`src/rtl/mme_pkg.sv`:
```
package mme_pkg;

   // Array geometry and element format.
   localparam int MAX_DIM      = 8;
   localparam int ELEM_BITS    = 16;
   localparam int FRAC_BITS    = ELEM_BITS / 2;
   localparam int PROD_BITS    = 2 * ELEM_BITS;
   localparam int OUT_BITS     = 35;
   localparam int IDX_BITS     = 3;
   localparam int DIM_BITS     = 4;
   localparam int ADDR_BITS    = $clog2(MAX_DIM * MAX_DIM);
   localparam int OP_BITS      = 2;
   localparam int CSR_IDX_BITS = 3;

   localparam logic [DIM_BITS-1:0] DIM_RESET = DIM_BITS'(8);
   localparam logic [DIM_BITS-1:0] DIM_MAX   = DIM_BITS'(MAX_DIM);

   typedef enum logic [OP_BITS-1:0] {
      OP_LOAD_A  = 2'd0,
      OP_LOAD_B  = 2'd1,
      OP_COMPUTE = 2'd2
   } op_type;

   typedef enum logic [CSR_IDX_BITS-1:0] {
      CSR_A_ROWS = 3'd0,
      CSR_A_COLS = 3'd1,
      CSR_B_ROWS = 3'd2,
      CSR_B_COLS = 3'd3
   } csr_idx_type;

   typedef enum logic [1:0] {
      ST_IDLE,
      ST_RUN,
      ST_DRAIN
   } state_type;

   // Store write strobes for a load transaction.
   typedef struct packed {
      logic wr_a;
      logic wr_b;
   } load_type;

   // One multiply-accumulate step issued by the controller.
   typedef struct packed {
      logic                valid;
      logic                first;
      logic                last_k;
      logic                mism;
      logic                last_entry;
      logic [IDX_BITS-1:0] row;
      logic [IDX_BITS-1:0] col;
      logic [IDX_BITS-1:0] inner;
   } cmd_type;

   typedef struct packed {
      logic done;
   } sts_type;

   // Clamp a dimension register to the range 1..MAX_DIM.
   function automatic logic [DIM_BITS-1:0] clamp_dim(input logic [DIM_BITS-1:0] value);
      logic [DIM_BITS-1:0] result;
      if (value == '0) begin
         result = DIM_BITS'(1);
      end else if (value > DIM_MAX) begin
         result = DIM_MAX;
      end else begin
         result = value;
      end
      return result;
   endfunction

   function automatic logic [ADDR_BITS-1:0] addr_of(input logic [IDX_BITS-1:0] row,
                                                    input logic [IDX_BITS-1:0] col);
      return ADDR_BITS'(int'(row) * MAX_DIM + int'(col));
   endfunction

endpackage

```
`src/rtl/mme_ctrl.sv`:
```
module mme_ctrl (
   input  logic                               clock,
   input  logic                               reset,
   input  logic                               start,
   input  logic [mme_pkg::OP_BITS-1:0]        req_op,
   input  logic [mme_pkg::IDX_BITS-1:0]       req_row_index,
   input  logic [mme_pkg::IDX_BITS-1:0]       req_col_index,
   input  logic                               csr_wr_en,
   input  logic [mme_pkg::CSR_IDX_BITS-1:0]   csr_index,
   input  logic [mme_pkg::DIM_BITS-1:0]       csr_wdata,
   input  mme_pkg::sts_type                   sts,
   output logic                               busy,
   output mme_pkg::load_type                  load,
   output mme_pkg::cmd_type                   cmd
);
   import mme_pkg::*;

   state_type state_ff, state_in;

   logic [DIM_BITS-1:0] a_rows_ff, a_cols_ff, b_rows_ff, b_cols_ff;
   logic [DIM_BITS-1:0] ar, ac, br, bc;
   logic [IDX_BITS-1:0] i_ff, j_ff, k_ff;
   logic [IDX_BITS-1:0] i_in, j_in, k_in;
   logic                mism_ff, mism_in;
   logic                accept, in_range;
   logic                k_last, j_last, i_last;

   always_ff @(posedge clock) begin
      if (reset) begin
         a_rows_ff <= DIM_RESET;
         a_cols_ff <= DIM_RESET;
         b_rows_ff <= DIM_RESET;
         b_cols_ff <= DIM_RESET;
      end else if (csr_wr_en) begin
         case (csr_index)
            CSR_A_ROWS: a_rows_ff <= csr_wdata;
            CSR_A_COLS: a_cols_ff <= csr_wdata;
            CSR_B_ROWS: b_rows_ff <= csr_wdata;
            CSR_B_COLS: b_cols_ff <= csr_wdata;
            default: ;
         endcase
      end
   end

   always_comb begin
      ar       = clamp_dim(a_rows_ff);
      ac       = clamp_dim(a_cols_ff);
      br       = clamp_dim(b_rows_ff);
      bc       = clamp_dim(b_cols_ff);
      accept   = start && (state_ff == ST_IDLE);
      in_range = ({1'b0, req_row_index} < DIM_MAX) && ({1'b0, req_col_index} < DIM_MAX);
      // In mismatch mode every entry is a single pass that copies A.
      k_last   = mism_ff || ({1'b0, k_ff} == ac - DIM_BITS'(1));
      j_last   = mism_ff ? ({1'b0, j_ff} == ac - DIM_BITS'(1))
                         : ({1'b0, j_ff} == bc - DIM_BITS'(1));
      i_last   = ({1'b0, i_ff} == ar - DIM_BITS'(1));
   end

   // Loop counters.
   always_comb begin
      i_in    = i_ff;
      j_in    = j_ff;
      k_in    = k_ff;
      mism_in = mism_ff;
      if (state_ff == ST_IDLE) begin
         i_in    = '0;
         j_in    = '0;
         k_in    = '0;
         mism_in = (ac != br);
      end else if (state_ff == ST_RUN) begin
         if (k_last) begin
            k_in = '0;
            if (j_last) begin
               j_in = '0;
               i_in = i_ff + IDX_BITS'(1);
            end else begin
               j_in = j_ff + IDX_BITS'(1);
            end
         end else begin
            k_in = k_ff + IDX_BITS'(1);
         end
      end
   end

   always_ff @(posedge clock) begin
      if (reset) begin
         state_ff <= ST_IDLE;
         i_ff     <= '0;
         j_ff     <= '0;
         k_ff     <= '0;
         mism_ff  <= 1'b0;
      end else begin
         state_ff <= state_in;
         i_ff     <= i_in;
         j_ff     <= j_in;
         k_ff     <= k_in;
         mism_ff  <= mism_in;
      end
   end

   // Next state.
   always_comb begin
      state_in = state_ff;
      case (state_ff)
         ST_IDLE: begin
            if (accept && (req_op == OP_COMPUTE)) begin
               state_in = ST_RUN;
            end
         end
         ST_RUN: begin
            if (k_last && j_last && i_last) begin
               state_in = ST_DRAIN;
            end
         end
         ST_DRAIN: begin
            if (sts.done) begin
               state_in = ST_IDLE;
            end
         end
         default: state_in = ST_IDLE;
      endcase
   end

   // Outputs.
   always_comb begin
      busy           = (state_ff != ST_IDLE);
      load.wr_a      = accept && in_range && (req_op == OP_LOAD_A);
      load.wr_b      = accept && in_range && (req_op == OP_LOAD_B);
      cmd.valid      = (state_ff == ST_RUN);
      cmd.first      = (k_ff == '0);
      cmd.last_k     = k_last;
      cmd.mism       = mism_ff;
      cmd.last_entry = k_last && j_last && i_last;
      cmd.row        = i_ff;
      cmd.col        = j_ff;
      cmd.inner      = mism_ff ? j_ff : k_ff;
   end

endmodule

```
`src/rtl/mme_datapath.sv`:
```
module mme_datapath (
   input  logic                                    clock,
   input  logic                                    reset,
   input  mme_pkg::load_type                       load,
   input  mme_pkg::cmd_type                        cmd,
   input  logic [mme_pkg::IDX_BITS-1:0]            req_row_index,
   input  logic [mme_pkg::IDX_BITS-1:0]            req_col_index,
   input  logic signed [mme_pkg::ELEM_BITS-1:0]    req_element,
   output mme_pkg::sts_type                        sts,
   output logic                                    rsp_strobe,
   output logic [mme_pkg::IDX_BITS-1:0]            rsp_out_row,
   output logic [mme_pkg::IDX_BITS-1:0]            rsp_out_col,
   output logic signed [mme_pkg::OUT_BITS-1:0]     rsp_out_value,
   output logic                                    rsp_mismatch,
   output logic                                    rsp_last
);
   import mme_pkg::*;

   logic signed [ELEM_BITS-1:0] a_mem [MAX_DIM*MAX_DIM];
   logic signed [ELEM_BITS-1:0] b_mem [MAX_DIM*MAX_DIM];

   logic [ADDR_BITS-1:0]        wr_addr, a_addr, b_addr;
   logic signed [ELEM_BITS-1:0] a_rd_ff, b_rd_ff;
   logic signed [PROD_BITS-1:0] prod_ff, prod_in;
   logic signed [OUT_BITS-1:0]  acc_ff, acc_in;
   cmd_type                     s1_ff, s2_ff;

   logic                        strobe_ff, last_ff, mism_ff;
   logic [IDX_BITS-1:0]         row_ff, col_ff;
   logic signed [OUT_BITS-1:0]  value_ff;

   assign wr_addr = addr_of(req_row_index, req_col_index);
   assign a_addr  = addr_of(cmd.row, cmd.inner);
   assign b_addr  = addr_of(cmd.inner, cmd.col);

   always_ff @(posedge clock) begin
      if (load.wr_a) begin
         a_mem[wr_addr] <= req_element;
      end
      if (cmd.valid) begin
         a_rd_ff <= a_mem[a_addr];
      end
   end

   always_ff @(posedge clock) begin
      if (load.wr_b) begin
         b_mem[wr_addr] <= req_element;
      end
      if (cmd.valid) begin
         b_rd_ff <= b_mem[b_addr];
      end
   end

   // A copy in mismatch mode moves the element up to the product's fraction point.
   always_comb begin
      if (s1_ff.mism) begin
         prod_in = PROD_BITS'(a_rd_ff) <<< FRAC_BITS;
      end else begin
         prod_in = PROD_BITS'(a_rd_ff) * PROD_BITS'(b_rd_ff);
      end
      if (s2_ff.first) begin
         acc_in = OUT_BITS'(prod_ff);
      end else begin
         acc_in = acc_ff + OUT_BITS'(prod_ff);
      end
   end

   always_ff @(posedge clock) begin
      prod_ff <= prod_in;
      if (s2_ff.valid && s2_ff.last_k) begin
         value_ff <= acc_in;
         row_ff   <= s2_ff.row;
         col_ff   <= s2_ff.col;
         mism_ff  <= s2_ff.mism;
      end
   end

   always_ff @(posedge clock) begin
      if (reset) begin
         s1_ff     <= '0;
         s2_ff     <= '0;
         acc_ff    <= '0;
         strobe_ff <= 1'b0;
         last_ff   <= 1'b0;
      end else begin
         s1_ff     <= cmd;
         s2_ff     <= s1_ff;
         if (s2_ff.valid) begin
            acc_ff <= acc_in;
         end
         strobe_ff <= s2_ff.valid && s2_ff.last_k;
         last_ff   <= s2_ff.valid && s2_ff.last_k && s2_ff.last_entry;
      end
   end

   assign sts.done      = strobe_ff && last_ff;
   assign rsp_strobe    = strobe_ff;
   assign rsp_last      = last_ff;
   assign rsp_out_row   = row_ff;
   assign rsp_out_col   = col_ff;
   assign rsp_out_value = value_ff;
   assign rsp_mismatch  = mism_ff;

endmodule

```
`src/rtl/matrix_multiply_engine_top.sv`:
```
// Dense matrix multiply engine. A transaction is accepted when start is high and busy is
// low. Load transactions (op 0 for A, op 1 for B) write one Q8.8 element into a 64-entry
// store and return nothing, so loads can follow each other every cycle.
// A compute transaction (op 2) raises busy and walks the stores with one shared
// multiply-accumulate unit, one product per cycle through a read, multiply and accumulate
// pipeline. When a_cols differs from b_rows it instead copies A, one entry per cycle, with
// rsp_mismatch set. Result entries appear in row-major order, each for exactly one cycle
// with rsp_strobe high, and the final one carries rsp_last. The receiver cannot stall the
// engine, so it must take every strobed entry. The user must write the dimension registers
// through the csr port only while busy is low; the block itself does not enforce it. Zero
// counts as one and values above eight count as eight. Stores are not cleared at reset, so
// every element used by a compute must have been loaded first.
module matrix_multiply_engine_top (
   input  logic                                    clock,
   input  logic                                    reset,
   input  logic                                    start,
   output logic                                    busy,
   input  logic [mme_pkg::OP_BITS-1:0]             req_op,
   input  logic [mme_pkg::IDX_BITS-1:0]            req_row_index,
   input  logic [mme_pkg::IDX_BITS-1:0]            req_col_index,
   input  logic signed [mme_pkg::ELEM_BITS-1:0]    req_element,
   output logic                                    rsp_strobe,
   output logic [mme_pkg::IDX_BITS-1:0]            rsp_out_row,
   output logic [mme_pkg::IDX_BITS-1:0]            rsp_out_col,
   output logic signed [mme_pkg::OUT_BITS-1:0]     rsp_out_value,
   output logic                                    rsp_mismatch,
   output logic                                    rsp_last,
   input  logic                                    csr_wr_en,
   input  logic [mme_pkg::CSR_IDX_BITS-1:0]        csr_index,
   input  logic [mme_pkg::DIM_BITS-1:0]            csr_wdata
);
   import mme_pkg::*;

   load_type load;
   cmd_type  cmd;
   sts_type  sts;

   // The controller owns the dimension registers and the loop counters.
   mme_ctrl u_ctrl (
      .clock         (clock),
      .reset         (reset),
      .start         (start),
      .req_op        (req_op),
      .req_row_index (req_row_index),
      .req_col_index (req_col_index),
      .csr_wr_en     (csr_wr_en),
      .csr_index     (csr_index),
      .csr_wdata     (csr_wdata),
      .sts           (sts),
      .busy          (busy),
      .load          (load),
      .cmd           (cmd)
   );

   // The datapath holds both stores, the multiplier, the accumulator and the result register.
   mme_datapath u_datapath (
      .clock         (clock),
      .reset         (reset),
      .load          (load),
      .cmd           (cmd),
      .req_row_index (req_row_index),
      .req_col_index (req_col_index),
      .req_element   (req_element),
      .sts           (sts),
      .rsp_strobe    (rsp_strobe),
      .rsp_out_row   (rsp_out_row),
      .rsp_out_col   (rsp_out_col),
      .rsp_out_value (rsp_out_value),
      .rsp_mismatch  (rsp_mismatch),
      .rsp_last      (rsp_last)
   );

   // Results only appear during a compute transaction.
   a_strobe_busy: assert property (@(posedge clock) disable iff (reset)
      rsp_strobe |-> busy)
      else $error("result strobe outside a compute transaction");

   a_last_strobe: assert property (@(posedge clock) disable iff (reset)
      rsp_last |-> rsp_strobe)
      else $error("last mark without a result strobe");

   // The final entry ends the transaction.
   a_last_ends: assert property (@(posedge clock) disable iff (reset)
      (rsp_strobe && rsp_last) |=> !busy)
      else $error("engine still busy after the final entry");

   // Adjacent entries always belong to one run and share its mode.
   a_mode_steady: assert property (@(posedge clock) disable iff (reset)
      (rsp_strobe && $past(rsp_strobe)) |-> (rsp_mismatch == $past(rsp_mismatch)))
      else $error("mismatch flag changed within a run");

endmodule
```
`config.mk`:
```
export PLATFORM = sky130hd
export DESIGN_NAME = matrix_multiply_engine_top
export DESIGN_NICKNAME = d
export VERILOG_FILES = /design/src/rtl/mme_pkg.sv /design/src/rtl/mme_ctrl.sv /design/src/rtl/mme_datapath.sv /design/src/rtl/matrix_multiply_engine_top.sv
export SDC_FILE = /design/constraint.sdc
export NUM_CORES = 2
export LEC_CHECK = 0
export ABC_AREA = 1
export ABC_CLOCK_PERIOD_IN_PS = 7250
export BUFFER_PORTS_ARGS = -buffer_cell sky130_fd_sc_hd__buf_2
export CAP_MARGIN = 5
export CORE_UTILIZATION = 45
export DETAILED_ROUTE_END_ITERATION = 8
export PLACE_DENSITY_LB_ADDON = 0.3
export SLEW_MARGIN = 5
export SYNTH_ARGS = -nofsm -noshare
export SYNTH_HDL_FRONTEND = slang
export SYNTH_HIERARCHICAL = 1
export SYNTH_SLANG_ARGS = --single-unit
```
`constraint.sdc`:
```
create_clock -name clock -period 7.25 [get_ports clock]
set_input_delay 1.0875 -clock clock [delete_from_list [all_inputs] [get_ports clock]]
set_output_delay 1.0875 -clock clock [all_outputs]
set_load 0.01 [all_outputs]
```
==> summary.md <==
| Metric | Value |
|---|---|
| Final ANT Viol Nets | `0` |
| Post-CTS setup buffer count | `0` |
| Register area | `66100 um2` |
| CTS Sinks | `2241` |
| WL final | `285 mm` |
| Leak | `40.5 nW` |
| Deepest clock path buffer count | `3` |
| Number of distinct library cells after synthesis | `45` |
| Dpl cell area | `105000 um2` |
| Post-synth top area share | `63.1%` |
| Most frequent cells in the layout | `edfxtp_1, nor2_1, o21ai_0` |
| Routability Congestion | `0.912` |
| F_max | `155 MHz` |
| Hpwl dp | `168 mm` |
| Sequential share of the synthesized area | `65.5%` |
| CP Data Required Time | `8.00 ns` |
| DR vias | `68700` |
| Area of the multi-input gates | `30500 um2` |
| Io pins | `80` |
| Later-pin clock latency in the skew report | `0.90 ns` |
| Tmin final | `6.46 ns` |
| Die Wd | `476 um` |
| Initial Util | `45.4%` |
| Area grow syn2layout | `11.1%` |
| Residual DRC | `0` |
| Hold Fails Final Rpt | `0` |
| Syn. warnings | `6` |
| First-pass GRT wire length | `423 mm` |
| Slew headroom | `9.47%` |
| Drt initial violations | `7655` |
| Final period utilization | `89.0%` |
| Pwr dens | `404 nW/um2` |
| CTS tree | `yes` |
| Synth area leaders | `edfxtp_1, o21ai_0, nor2_1` |
| Clock Root Buffer | `clkbuf_16` |
| Core area | `223000 um2` |
| Synth Flop Type | `edfxtp_1` |
| Largest net degree at the start of global routing | `237` |
| H-tree levels | `4` |
| WHS Path Cells | `2` |
| Worst-path clk slew | `0.06 ns` |
| Final setup fails | `0` |
| Hold WC Path Type | `reg -> reg` |
| Worst Tran Pin Value | `1.35 ns` |
| Worst R2R Start | `u_datapath/b_rd_ff[1]$_DFFE_PP_` |
| Grt total ovfl | `0` |
| Die footprint | `226000 um2` |
| DIE HEIGHT | `476 um` |
| VDD IR-drop max | `0.000782 V` |
| Nets | `9148` |
| Antenna violations before repair | `17` |
| Pre-Repair DR Iteration Count | `6` |
| Avg Cell Area, Syn | `11.5 um2` |
| CP Class | `reg -> reg` |
| # rows | `173` |
| IO Port Bufs | `79` |
| R2R Setup Slk | `0.79 ns` |
| Min-Delay Startpoint | `u_datapath/s1_ff[12]$_SDFF_PP0_` |
| Vias/cell | `5.77` |
| Number of flops mapped to enable cells by yosys | `2122` |
| Max_cap viols | `0` |
| WL/cell | `24.0 um` |
| Skew final | `0.0486 ns` |
| Syn_nets | `9192` |
| Status | `complete, no violations` |
| #FFs+latches synth | `2241` |
| Cell count after synthesis | `8771` |
| Reg2reg end | `u_datapath/prod_ff[31]$_DFF_P_` |
| Yosys top cell by area | `edfxtp_1` |
| Share of flip-flops with an asynchronous set or reset | `0%` |
| TritonCTS Buffers | `225` |
| Resized cells post-CTS | `0` |
| Fillcell total | `19400` |
| Crit path launch type | `register` |
| Worst r2r path cells | `22` |
| Final setup TNS | `0 ns` |
| Total Routing Usage GR | `24.9%` |
| Hold Path Sink | `u_datapath/s2_ff[12]$_SDFF_PP0_` |
| Most common cell after layout, fill and taps aside | `edfxtp_1` |
| Vias in the first global route | `65900` |
| Worst Path Max Fanout | `16` |
| Fin util | `50.4%` |
| Layout cells sized above 1 | `8.69%` |
| CP Capture Type | `register` |
| Synth Cell Area | `101000 um2` |
| RSZ-0062 raised after global routing | `no` |
| Hold buffer count at CTS | `0` |
| Slew Limit Fails | `0` |
| Worst EP arrival | `7.21 ns` |
| Final Cell Area | `112000 um2` |
[critical path: stages (launching register included)]
cell and delay (ns):
edfxtp_1 0.77, nand2_1 0.20, inv_1 0.16, fa_1 0.54
fa_1 0.93, fa_1 0.54, fa_1 0.52, fa_1 0.49
inv_1 0.05, fa_1 0.48, inv_1 0.04, ha_1 0.37
nand2_1 0.14, nor2_1 0.15, inv_1 0.07, nor3_1 0.18
nand3_1 0.11, nand3_1 0.20, nand2_1 0.12, nand2_1 0.07
nand2_1 0.04, nand3_1 0.07, nand2_1 0.05
[state kept, by name, indices dropped and copies added (netlist names), 11 cells and up]
signal / count
u_datapath/s1_ff: 11
u_datapath/a_rd_ff: 16
u_datapath/a_mem: 1024
u_datapath/acc_ff: 35
u_datapath/prod_ff: 32
u_datapath/rsp_out_value: 35
u_datapath/b_mem: 1024
u_datapath/s2_ff: 11
u_datapath/b_rd_ff: 16
[cell type report]
cell class | count | share of cell area [%]
timing repair buffer | 290 | 1.90
antenna | 4 | 0.00893
sequential | 2241 | 59.0
clock buffer | 267 | 5.18
multi-input combinational | 5328 | 27.2
tap | 2975 | 3.32
inverter | 641 | 2.19
clock inverter | 154 | 1.23
[cells in the mapped netlist (2+ instances only)]
cell and count:
o21ai_0 1191, inv_4 2, clkinv_1 7, or2_0 5, o21a_1 3, o21ai_1 81
nor3_1 135, nand4_1 17, o31ai_1 2, o21bai_1 40, o221ai_1 26, fa_1 263
o22ai_1 528, or2_2 20, ha_1 123, nor4_1 2, xor2_1 11, a21oi_1 89
buf_6 26, xnor2_1 16, buf_2 100, dfxtp_1 119, inv_2 6, a21o_1 5
nor2_1 1410, nand3_1 333, clkbuf_1 375, nand2_1 936, or2_1 2, edfxtp_1 2122
buf_1 26, inv_1 625, o211ai_1 52, nor2_2 4, a31oi_1 2, nand3b_1 11
and2_1 16, buf_4 33
[layer usage]
layer / vias to the layer above / track usage (%) / wire length [um]
li1: 30800 / - / -
met1: 34200 / 33.8 / 116000
met2: 3077 / 39.6 / 133000
met3: 518 / 4.86 / 25400
met4: 16 / 9.42 / 10600
met5: - / 0 / 95
[metrics by stage]
| step | power (mW) | hold WS (ns) | instances | setup slack (ns) |
|---|---|---|---|---|
| 3_5_place_dp | 34.1 | 0.389 | 11500 | 0.858 |
| 6_report | 45.3 | 0.383 | 11900 | 0.794 |
| 5_1_grt | 48.6 | 0.407 | 11900 | 0.381 |
| 2_1_floorplan | 28.5 | 0.386 | 8771 | 1.57 |
| 4_1_cts | 45.5 | 0.385 | 11900 | 0.817 |
| 3_3_place_gp | 34.2 | 0.390 | 11500 | 0.848 |
[worst max-delay path by stage]
stage	depth (start not counted)	slack, ns	from	endpoint
finish	22	0.79	u_datapath/b_rd_ff[1]$_DFFE_PP_	u_datapath/prod_ff[31]$_DFF_P_
global route	22	0.38	u_datapath/b_rd_ff[1]$_DFFE_PP_	u_datapath/prod_ff[31]$_DFF_P_
CTS	22	0.82	u_datapath/b_rd_ff[1]$_DFFE_PP_	u_datapath/prod_ff[31]$_DFF_P_
detailed placement	22	0.86	u_datapath/b_rd_ff[1]$_DFFE_PP_	u_datapath/prod_ff[31]$_DFF_P_
global placement	22	0.85	u_datapath/b_rd_ff[1]$_DFFE_PP_	u_datapath/prod_ff[31]$_DFF_P_
floorplan	22	1.57	u_datapath/a_rd_ff[15]$_DFFE_PP_	u_datapath/prod_ff[28]$_DFF_P_
[cell families after synthesis]
kind of cell               Yosys count  share of synthesized area [%]
xor gates and xnor gates            27                          0.234
adders and majority gates          386                           6.74
DFF                               2241                           65.5
and+or+nand+nor                   2893                           11.6
buffers and inverters             1202                           4.92
AOI/OAI and AO/OA                 2022                           11.0
[power breakdown]
group          internal (mW)  switching (mW)
logic                   6.73            12.4
registers               14.5           0.282
clock network           6.26            5.06
No activity file was read; power rests on OpenSTA's default activity.
